==> config.mk <==
export PLATFORM = sky130hd
export DESIGN_NAME = tile_line_cover_enumerator_flat
export DESIGN_NICKNAME = d
export VERILOG_FILES = /design/src/hdl/tlce_pkg.sv /design/src/hdl/tlce_if.sv /design/src/hdl/tile_line_cover_enumerator.sv /design/src/flat_wrapper.sv
export SDC_FILE = /design/constraint.sdc
export NUM_CORES = 1
export LEC_CHECK = 0
export ABC_CLOCK_PERIOD_IN_PS = 5650
export BUFFER_PORTS_ARGS = -buffer_cell sky130_fd_sc_hd__clkbuf_2
export CAP_MARGIN = 20
export CORE_MARGIN = 5
export CORE_UTILIZATION = 35
export DETAILED_ROUTE_END_ITERATION = 10
export PLACE_DENSITY_LB_ADDON = 0.05
export SYNTH_ARGS = -nofsm -noshare
export SYNTH_HDL_FRONTEND = slang
export SYNTH_SLANG_ARGS = --single-unit
==> constraint.sdc <==
create_clock -name clk -period 5.65 [get_ports clk]
set_clock_uncertainty 0.05 [all_clocks]
set_input_delay 1.13 -clock clk [delete_from_list [all_inputs] [get_ports clk]]
set_output_delay 1.13 -clock clk [all_outputs]
set_load 0.03 [all_outputs]
==> src/hdl/tlce_pkg.sv <==
`timescale 1ns / 1ps
`default_nettype none
// ----------------------------------------------------------------------------
// tlce_pkg
// Shared types for the tile line cover enumerator: sequencer states and
// scan pass codes.
// ----------------------------------------------------------------------------
package tlce_pkg;

  // sequencer states
  typedef enum logic [2:0] {
    ST_IDLE,
    ST_SETUP,
    ST_ERR,
    ST_LINE,
    ST_WALK
  } state_t;

  // scan pass of a sloped line
  typedef enum logic {
    PASS_X_MAJOR,
    PASS_Y_MAJOR
  } pass_t;

endpackage : tlce_pkg
`default_nettype wire

==> src/hdl/tlce_if.sv <==
`timescale 1ns / 1ps
`default_nettype none
// ----------------------------------------------------------------------------
// tlce_in_if / tlce_out_if
// Valid/ready channels of the tile line cover enumerator: line end points in,
// covered tiles out.
// ----------------------------------------------------------------------------
interface tlce_in_if #(
  parameter int COORD_BITS = 12
);
  logic                  valid;
  logic                  ready;
  logic [COORD_BITS-1:0] start_x;
  logic [COORD_BITS-1:0] start_y;
  logic [COORD_BITS-1:0] end_x;
  logic [COORD_BITS-1:0] end_y;

  modport source (output valid, output start_x, output start_y, output end_x,
                  output end_y, input ready);
  modport sink (input valid, input start_x, input start_y, input end_x,
                input end_y, output ready);
endinterface : tlce_in_if

interface tlce_out_if #(
  parameter int COORD_BITS = 12
);
  logic                  valid;
  logic                  ready;
  logic [COORD_BITS-1:0] tile_x;
  logic [COORD_BITS-1:0] tile_y;
  logic                  last;
  logic                  span_error;

  modport source (output valid, output tile_x, output tile_y, output last,
                  output span_error, input ready);
  modport sink (input valid, input tile_x, input tile_y, input last,
                input span_error, output ready);
endinterface : tlce_out_if
`default_nettype wire

==> src/hdl/tile_line_cover_enumerator.sv <==
`timescale 1ns / 1ps
`default_nettype none
// Flow: an accepted line is latched, set up in ST_SETUP, and then handled in ST_ERR,
//   ST_LINE or ST_WALK, which load each tile into the output register.
// One line at a time: in_ch.ready is high only in ST_IDLE. Sloped lines take one
//   error-walk step per cycle through the single error adder, except while a
//   hit waits on a blocked output register.
// Reset: synchronous, active low; clears the sequencer and the output valid.
// ----------------------------------------------------------------------------
// tile_line_cover_enumerator
// Emits the tiles covered by a line between two tile coordinates. Sloped
// lines are scanned in an x-major then a y-major pass by an integer error walk.
// ----------------------------------------------------------------------------
module tile_line_cover_enumerator
  import tlce_pkg::*;
#(
  parameter int COORD_BITS = 12,
  parameter int MAX_SPAN   = 15
) (
  input  wire logic   clk,
  input  wire logic   rst_n,
  tlce_in_if.sink     in_ch,
  tlce_out_if.source  out_ch
);

  localparam int CW     = COORD_BITS;
  localparam int SPAN_W = $clog2(MAX_SPAN + 1);
  localparam int E_W    = 2 * SPAN_W + 2;

  // control state
  state_t                  state_r, state_nxt;
  pass_t                   pass_r, pass_nxt;
  logic [SPAN_W-1:0]       i_r, i_nxt;
  logic [SPAN_W-1:0]       j_r, j_nxt;
  logic [SPAN_W-1:0]       jf_r, jf_nxt;
  logic signed [E_W-1:0]   e_r, e_nxt;
  logic signed [E_W-1:0]   ef_r, ef_nxt;
  logic                    first_r, first_nxt;

  // line registers
  logic [CW-1:0]           sx_r, sy_r, ex_r, ey_r;
  logic [SPAN_W-1:0]       adx_r, ady_r;
  logic                    stx_neg_r, sty_neg_r;
  logic                    run_y_r;
  logic [CW-1:0]           run_cur_r, run_hi_r;

  // output register
  logic                    out_valid_r;
  logic [CW-1:0]           tile_x_r, tile_y_r;
  logic                    last_r, err_r;

  // setup arithmetic
  logic signed [CW:0]      dx_s, dy_s;
  logic [CW-1:0]           adx_full, ady_full;
  logic                    too_big;

  // walk datapath
  logic [SPAN_W-1:0]       maj, minr;
  logic signed [E_W-1:0]   maj_s, two_maj, two_min;
  logic                    above, below, row_end;
  logic [SPAN_W-1:0]       jf_eff;
  logic signed [E_W-1:0]   ef_eff;
  logic signed [E_W-1:0]   add_a, add_b, e_sum;
  logic [SPAN_W-1:0]       step_x, step_y;
  logic [CW-1:0]           walk_x, walk_y;

  // emit controls
  logic                    load_ok;
  logic                    emit, emit_last, emit_err;
  logic [CW-1:0]           emit_x, emit_y;
  logic                    in_xfer;

  assign in_xfer = in_ch.valid && in_ch.ready;
  assign load_ok = !out_valid_r || out_ch.ready;

  // port drive
  assign in_ch.ready       = (state_r == ST_IDLE);
  assign out_ch.valid      = out_valid_r;
  assign out_ch.tile_x     = tile_x_r;
  assign out_ch.tile_y     = tile_y_r;
  assign out_ch.last       = last_r;
  assign out_ch.span_error = err_r;

  // span and direction of the latched line
  always_comb begin
    dx_s     = signed'({1'b0, ex_r}) - signed'({1'b0, sx_r});
    dy_s     = signed'({1'b0, ey_r}) - signed'({1'b0, sy_r});
    adx_full = dx_s[CW] ? CW'(-dx_s) : CW'(dx_s);
    ady_full = dy_s[CW] ? CW'(-dy_s) : CW'(dy_s);
    too_big  = (adx_full > CW'(MAX_SPAN)) || (ady_full > CW'(MAX_SPAN));
  end

  // major/minor spans of the current pass
  assign maj     = (pass_r == PASS_Y_MAJOR) ? ady_r : adx_r;
  assign minr    = (pass_r == PASS_Y_MAJOR) ? adx_r : ady_r;
  assign maj_s   = signed'({{(E_W - SPAN_W){1'b0}}, maj});
  assign two_maj = signed'({{(E_W - SPAN_W - 1){1'b0}}, maj, 1'b0});
  assign two_min = signed'({{(E_W - SPAN_W - 1){1'b0}}, minr, 1'b0});

  // error classification against the half-width band
  assign above   = (e_r > maj_s);
  assign below   = (e_r < -maj_s);
  assign row_end = below || (!above && (j_r == minr));
  assign jf_eff  = first_r ? j_r : jf_r;
  assign ef_eff  = first_r ? e_r : ef_r;

  // shared error adder: step along the row, or restart the next row
  assign add_a = row_end ? ef_eff : e_r;
  assign add_b = row_end ? two_min : -two_maj;
  assign e_sum = add_a + add_b;

  // tile position of the walk, stepping away from the end point
  assign step_x = (pass_r == PASS_Y_MAJOR) ? j_r : i_r;
  assign step_y = (pass_r == PASS_Y_MAJOR) ? i_r : j_r;
  assign walk_x = stx_neg_r ? (ex_r - {{(CW - SPAN_W){1'b0}}, step_x})
                            : (ex_r + {{(CW - SPAN_W){1'b0}}, step_x});
  assign walk_y = sty_neg_r ? (ey_r - {{(CW - SPAN_W){1'b0}}, step_y})
                            : (ey_r + {{(CW - SPAN_W){1'b0}}, step_y});

  // sequencer next state and emit
  always_comb begin
    state_nxt = state_r;
    pass_nxt  = pass_r;
    i_nxt     = i_r;
    j_nxt     = j_r;
    e_nxt     = e_r;
    jf_nxt    = jf_r;
    ef_nxt    = ef_r;
    first_nxt = first_r;
    emit      = 1'b0;
    emit_last = 1'b0;
    emit_err  = 1'b0;
    emit_x    = '0;
    emit_y    = '0;
    unique case (state_r)
      ST_IDLE: begin
        if (in_xfer) state_nxt = ST_SETUP;
      end
      ST_SETUP: begin
        pass_nxt  = PASS_X_MAJOR;
        i_nxt     = '0;
        j_nxt     = '0;
        e_nxt     = '0;
        first_nxt = 1'b1;
        priority if (too_big) begin
          state_nxt = ST_ERR;
        end else if ((ex_r == sx_r) || (ey_r == sy_r)) begin
          state_nxt = ST_LINE;
        end else begin
          state_nxt = ST_WALK;
        end
      end
      ST_ERR: begin
        if (load_ok) begin
          emit      = 1'b1;
          emit_last = 1'b1;
          emit_err  = 1'b1;
          state_nxt = ST_IDLE;
        end
      end
      ST_LINE: begin
        if (load_ok) begin
          emit      = 1'b1;
          emit_x    = run_y_r ? ex_r : run_cur_r;
          emit_y    = run_y_r ? run_cur_r : ey_r;
          emit_last = (run_cur_r == run_hi_r);
          if (run_cur_r == run_hi_r) state_nxt = ST_IDLE;
        end
      end
      ST_WALK: begin
        priority if (above) begin
          // still short of the band: climb the minor axis
          j_nxt = j_r + SPAN_W'(1);
          e_nxt = e_sum;
        end else if (!below && !load_ok) begin
          // hit waiting on the output register
          state_nxt = state_r;
        end else begin
          if (!below) begin
            emit      = 1'b1;
            emit_x    = walk_x;
            emit_y    = walk_y;
            emit_last = (pass_r == PASS_Y_MAJOR) && (i_r == maj) && (j_r == minr);
            if (first_r) begin
              jf_nxt    = j_r;
              ef_nxt    = e_r;
              first_nxt = 1'b0;
            end
          end
          priority if (!row_end) begin
            j_nxt = j_r + SPAN_W'(1);
            e_nxt = e_sum;
          end else if (i_r == maj) begin
            if (pass_r == PASS_Y_MAJOR) begin
              state_nxt = ST_IDLE;
            end else begin
              pass_nxt  = PASS_Y_MAJOR;
              i_nxt     = '0;
              j_nxt     = '0;
              e_nxt     = '0;
              first_nxt = 1'b1;
            end
          end else begin
            // next row restarts at the first hit of this row
            i_nxt     = i_r + SPAN_W'(1);
            j_nxt     = jf_eff;
            e_nxt     = e_sum;
            first_nxt = 1'b1;
          end
        end
      end
      default: state_nxt = ST_IDLE;
    endcase
  end

  // sequencer registers
  always_ff @(posedge clk) begin
    if (!rst_n) begin
      state_r <= ST_IDLE;
      pass_r  <= PASS_X_MAJOR;
      i_r     <= '0;
      j_r     <= '0;
      e_r     <= '0;
      jf_r    <= '0;
      ef_r    <= '0;
      first_r <= 1'b1;
    end else begin
      state_r <= state_nxt;
      pass_r  <= pass_nxt;
      i_r     <= i_nxt;
      j_r     <= j_nxt;
      e_r     <= e_nxt;
      jf_r    <= jf_nxt;
      ef_r    <= ef_nxt;
      first_r <= first_nxt;
    end
  end

  // line capture, setup and axis run counter
  always_ff @(posedge clk) begin
    if (in_xfer) begin
      sx_r <= in_ch.start_x;
      sy_r <= in_ch.start_y;
      ex_r <= in_ch.end_x;
      ey_r <= in_ch.end_y;
    end
    if (state_r == ST_SETUP) begin
      adx_r     <= adx_full[SPAN_W-1:0];
      ady_r     <= ady_full[SPAN_W-1:0];
      stx_neg_r <= (ex_r > sx_r);
      sty_neg_r <= (ey_r > sy_r);
      run_y_r   <= (ex_r == sx_r);
      if (ex_r == sx_r) begin
        run_cur_r <= (sy_r < ey_r) ? sy_r : ey_r;
        run_hi_r  <= (sy_r < ey_r) ? ey_r : sy_r;
      end else begin
        run_cur_r <= (sx_r < ex_r) ? sx_r : ex_r;
        run_hi_r  <= (sx_r < ex_r) ? ex_r : sx_r;
      end
    end else if ((state_r == ST_LINE) && load_ok) begin
      run_cur_r <= run_cur_r + CW'(1);
    end
  end

  // output register
  always_ff @(posedge clk) begin
    if (!rst_n) begin
      out_valid_r <= 1'b0;
    end else if (emit) begin
      out_valid_r <= 1'b1;
    end else if (out_ch.ready) begin
      out_valid_r <= 1'b0;
    end
  end

  always_ff @(posedge clk) begin
    if (emit) begin
      tile_x_r <= emit_x;
      tile_y_r <= emit_y;
      last_r   <= emit_last;
      err_r    <= emit_err;
    end
  end

  // an error result is always the only, and so the final, result
  a_err_is_last: assert property (@(posedge clk) disable iff (!rst_n)
    (out_valid_r && err_r) |-> last_r)
    else $error("span error result without last");

  // walk indices stay inside the pass rectangle
  a_walk_bounds: assert property (@(posedge clk) disable iff (!rst_n)
    (state_r == ST_WALK) |-> ((i_r <= maj) && (j_r <= minr)))
    else $error("walk index out of range");

  // a stalled hit keeps the walk position
  a_stall_holds: assert property (@(posedge clk) disable iff (!rst_n)
    ((state_r == ST_WALK) && !above && !below && !load_ok)
      |=> ($stable(i_r) && $stable(j_r) && $stable(e_r)))
    else $error("walk moved while output was blocked");

  // leaving the walk coincides with the final tile
  a_walk_ends_last: assert property (@(posedge clk) disable iff (!rst_n)
    ((state_r == ST_WALK) && (state_nxt == ST_IDLE)) |-> (emit && emit_last))
    else $error("walk finished without a last tile");

  // an accepted line is set up in the next cycle
  a_setup_follows: assert property (@(posedge clk) disable iff (!rst_n)
    in_xfer |=> (state_r == ST_SETUP))
    else $error("accepted line not set up");

endmodule : tile_line_cover_enumerator
`default_nettype wire
==> src/flat_wrapper.sv <==
// flat-port wrapper written by rule: the top's interface ports become plain ports
module tile_line_cover_enumerator_flat import tlce_pkg::*;
#(
  parameter int COORD_BITS = 12,
  parameter int MAX_SPAN   = 15
)
  (clk, rst_n, in_ch_valid, in_ch_start_x, in_ch_start_y, in_ch_end_x, in_ch_end_y, in_ch_ready, out_ch_valid, out_ch_tile_x, out_ch_tile_y, out_ch_last, out_ch_span_error, out_ch_ready);
  tlce_in_if #(.COORD_BITS(COORD_BITS)) in_ch_i ();
  tlce_out_if #(.COORD_BITS(COORD_BITS)) out_ch_i ();
  input  wire logic clk;
  input  wire logic rst_n;
  input wire logic [$bits(in_ch_i.valid)-1:0] in_ch_valid;
  input wire logic [$bits(in_ch_i.start_x)-1:0] in_ch_start_x;
  input wire logic [$bits(in_ch_i.start_y)-1:0] in_ch_start_y;
  input wire logic [$bits(in_ch_i.end_x)-1:0] in_ch_end_x;
  input wire logic [$bits(in_ch_i.end_y)-1:0] in_ch_end_y;
  output wire logic [$bits(in_ch_i.ready)-1:0] in_ch_ready;
  output wire logic [$bits(out_ch_i.valid)-1:0] out_ch_valid;
  output wire logic [$bits(out_ch_i.tile_x)-1:0] out_ch_tile_x;
  output wire logic [$bits(out_ch_i.tile_y)-1:0] out_ch_tile_y;
  output wire logic [$bits(out_ch_i.last)-1:0] out_ch_last;
  output wire logic [$bits(out_ch_i.span_error)-1:0] out_ch_span_error;
  input wire logic [$bits(out_ch_i.ready)-1:0] out_ch_ready;
  assign in_ch_i.valid = in_ch_valid;
  assign in_ch_i.start_x = in_ch_start_x;
  assign in_ch_i.start_y = in_ch_start_y;
  assign in_ch_i.end_x = in_ch_end_x;
  assign in_ch_i.end_y = in_ch_end_y;
  assign in_ch_ready = in_ch_i.ready;
  assign out_ch_valid = out_ch_i.valid;
  assign out_ch_tile_x = out_ch_i.tile_x;
  assign out_ch_tile_y = out_ch_i.tile_y;
  assign out_ch_last = out_ch_i.last;
  assign out_ch_span_error = out_ch_i.span_error;
  assign out_ch_i.ready = out_ch_ready;
  tile_line_cover_enumerator #(.COORD_BITS(COORD_BITS), .MAX_SPAN(MAX_SPAN)) u_core (.clk(clk), .rst_n(rst_n), .in_ch(in_ch_i), .out_ch(out_ch_i));
endmodule
==> reports/metrics.yaml <==
outcome:
  status: "finished, final reports clean"
timing:
  fin_ws_ps: 393
  period_needed_ps: 5260
  slew_headroom: 0.369
  timing.fmax_mhz: 190
  worst_pin_slew_ps: 946
  fin_crit_sh: 0.930
  hold_violations: 0
  setup_viol: 0
  slew_violations: 0
  fin_setup_tns_ps: 0
route:
  drc: 0
  wire_per_inst_um: 20.5
  via_per_inst: 5.42
  drt-initial-drc-count: 485
  drtPass1Iterations: 5
  vias: 8757
  ant_nets: 0
  drt_wl_total_um: 33100
critical_path:
  critical_path_class: "reg -> reg"
  cp.arrival_ps: 5580
  crit_fanout: 9
  worstSetupEndpointType: "register"
  critPathLaunchType: "register"
  crit_required_ps: 5970
yosys:
  syn_nets: 1271
  synth_ff_type: "edfxtp_1"
  synthCells: 1137
  synth_edf_count: 109
  synth-seq-area-share: 0.368
  async_flop_share: 0
  avgSynthCellArea_um2: 9.63
  syn_area_mm2: 0.0109
  ys_types: 93
  ys_ff_latch: 147
  ys_warn_count: 0
placement:
  dp_hpwl_um: 25500
  place.gp.congestion: 0.864
  pre_cts_ws_ps: 99.2
  portBuffers: 79
finish:
  final_cell_mix: "109 x edfxtp_1, 82 x nand2_1, 81 x a21oi_1"
  antenna_cells: 0
  final_common_cell: "edfxtp_1"
  fillers: 3101
  syn_to_final_growth_pct: 13.4
  fin_util: 0.404
  finalNetCount: 1340
  drive_above_1_share: 0.158
clock_tree:
  ctsRootBufferMaster: "clkbuf_16"
  cts_inserted_buffers: 17
  clk_path_buf_depth: 2
  cts_setup_buffers: 0
  insertion_delay_ps: 450
  cts_tree: "yes"
  path_clk_slew_ps: 70
  clock_sink_count: 147
  h-tree-depth: 4
floorplan:
  rows: 64
  coreArea_mm2: 0.0307
  start_util: 0.356
  dieHeight_um: 187
  dieArea_mm2: 0.0349
  die_w_um: 187
  io_pins: 80
pwr:
  power_density_mw_per_mm2: 262
  irDropWorstVdd_v: 0.000231
  power_leakage_nw: 4.87
grt:
  grt_max_degree: 40
  grt_pass1_wl_um: 51200
  antenna_found_initial: 0
  track_usage: 0.188
  grt_pass1_vias: 8449
  gr-total-overflow: 0
job:
  cap_violations: 0
worst_hold_path:
  hold_path_class: "reg -> reg"
==> routing by layer <==
layer  vias up  wire, um  GRT usage
li1       4393         -          -
met1      4177     16900      0.275
met2       170     14800      0.296
met3        17      1080     0.0274
met4         0       391     0.0427
met5         -         0          0
==> registers in the layout, summed over array words and instances (netlist names), 4 cells and up <==
signal / count
u_core.adx_r: 4
u_core.ady_r: 4
u_core.e_r: 10
u_core.ef_r: 10
u_core.ex_r: 12
u_core.ey_r: 12
u_core.i_r: 4
u_core.j_r: 4
u_core.jf_r: 4
u_core.out_ch.tile_x: 12
u_core.out_ch.tile_y: 12
u_core.run_cur_r: 12
u_core.run_hi_r: 12
u_core.sx_r: 12
u_core.sy_r: 12
==> path summary, 6_finish.rpt <==
kind	startpoint	endpoint	slack, ps	depth (start not counted)
worst max-delay path	u_core.pass_r$_SDFFE_PN0P_	u_core.e_r[9]$_SDFFE_PN0P_	390	23
worst min-delay path	u_core.e_r[0]$_SDFFE_PN0P_	u_core.ef_r[0]$_SDFFE_PN0P_	400	2
worst max register to register	u_core.pass_r$_SDFFE_PN0P_	u_core.e_r[9]$_SDFFE_PN0P_	390	23
worst min register to register	u_core.e_r[0]$_SDFFE_PN0P_	u_core.ef_r[0]$_SDFFE_PN0P_	400	2
==> repair_timing <==
item	in CTS	in global routing
endpoints found under the setup margin	0	2
gates resized for setup	0	12
hold buffers	0	0
==> cells by family after synthesis <==
family,share of synthesized area
and+or+nand+nor,0.150
AOI/OAI and AO/OA,0.203
DFF,0.368
buffers and inverters,0.0402
muxes,0.0815
adders and majority gates,0.0971
xor gates and xnor gates,0.0598
==> layout make-up <==
cell class / instances / area (um^2) / area share
multi-input combinational: 882 / 6550 / 0.528
sequential: 147 / 4040 / 0.325
timing repair buffer: 98 / 558 / 0.0449
tap: 396 / 495 / 0.0399
clock buffer: 19 / 454 / 0.0366
inverter: 60 / 225 / 0.0181
clock inverter: 13 / 95.1 / 0.00766
==> synthesized netlist by cell type, types with 10 or more instances <==
cell      number  area (um^2)
inv_1         59          221
edfxtp_1     109         3270
mux2i_1       72          721
nor2_1        74          278
nor2b_1       21          131
nand2b_1      14         87.6
ha_1          77          963
o21a_1        15          113
nor3_1        19         95.1
o211ai_1      10         75.1
or3_1         11         68.8
o21bai_1      10         75.1
a211oi_1      21          158
a21o_1        18          135
xnor2_1       50          438
dfxtp_1       38          761
and3_1        13         81.3
clkbuf_1      34          128
mux2_2        12          135
nand4_1       13         81.3
nand3_1       26          130
o21ai_0       48          240
xor2_1        19          166
a21oi_1       81          405
and2_1        10         62.6
a31oi_1       10         62.6
o22ai_1       25          156
nand2_1       82          308
==> critical path, stage by stage (launching register included) <==
cell and delay (ps):
dfxtp_2 400, buf_4 190, mux2i_4 340, nand3_2 180, nor2_4 180, ha_1 250
o21a_1 100, o21ai_0 140, a21oi_1 80, o311a_1 380, o21ai_2 130, and2_1 190
buf_4 190, mux2_2 370, fa_1 440, a21oi_1 180, o21bai_1 110, a21oi_1 160
o21bai_1 120, a21o_1 190, a21o_1 180, a2111oi_1 360, o211ai_1 150, o211ai_1 110
==> metrics by stage <==
| stage | total power, mW | area, um^2 | instances | hold slack, ps |
|---|---|---|---|---|
| 6_report | 3.25 | 12400 | 1615 | 402 |
| 3_5_place_dp | 2.19 | 11800 | 1582 | 394 |
| 3_3_place_gp | 2.19 | 11800 | 1582 | 393 |
| 2_1_floorplan | 1.95 | 10900 | 1137 | 381 |
| 5_1_grt | 3.43 | 12400 | 1615 | 414 |
| 4_1_cts | 3.29 | 12300 | 1614 | 405 |
==> where the power goes <==
| group | switching [mW] | internal [mW] | leakage [nW] |
|---|---|---|---|
| registers | 0.0808 | 1.23 | 1.36 |
| logic | 0.508 | 0.349 | 3.24 |
| clock network | 0.488 | 0.592 | 0.275 |
| total | 1.08 | 2.17 | 4.87 |
Note: power is estimated with default switching activity, not from simulation.
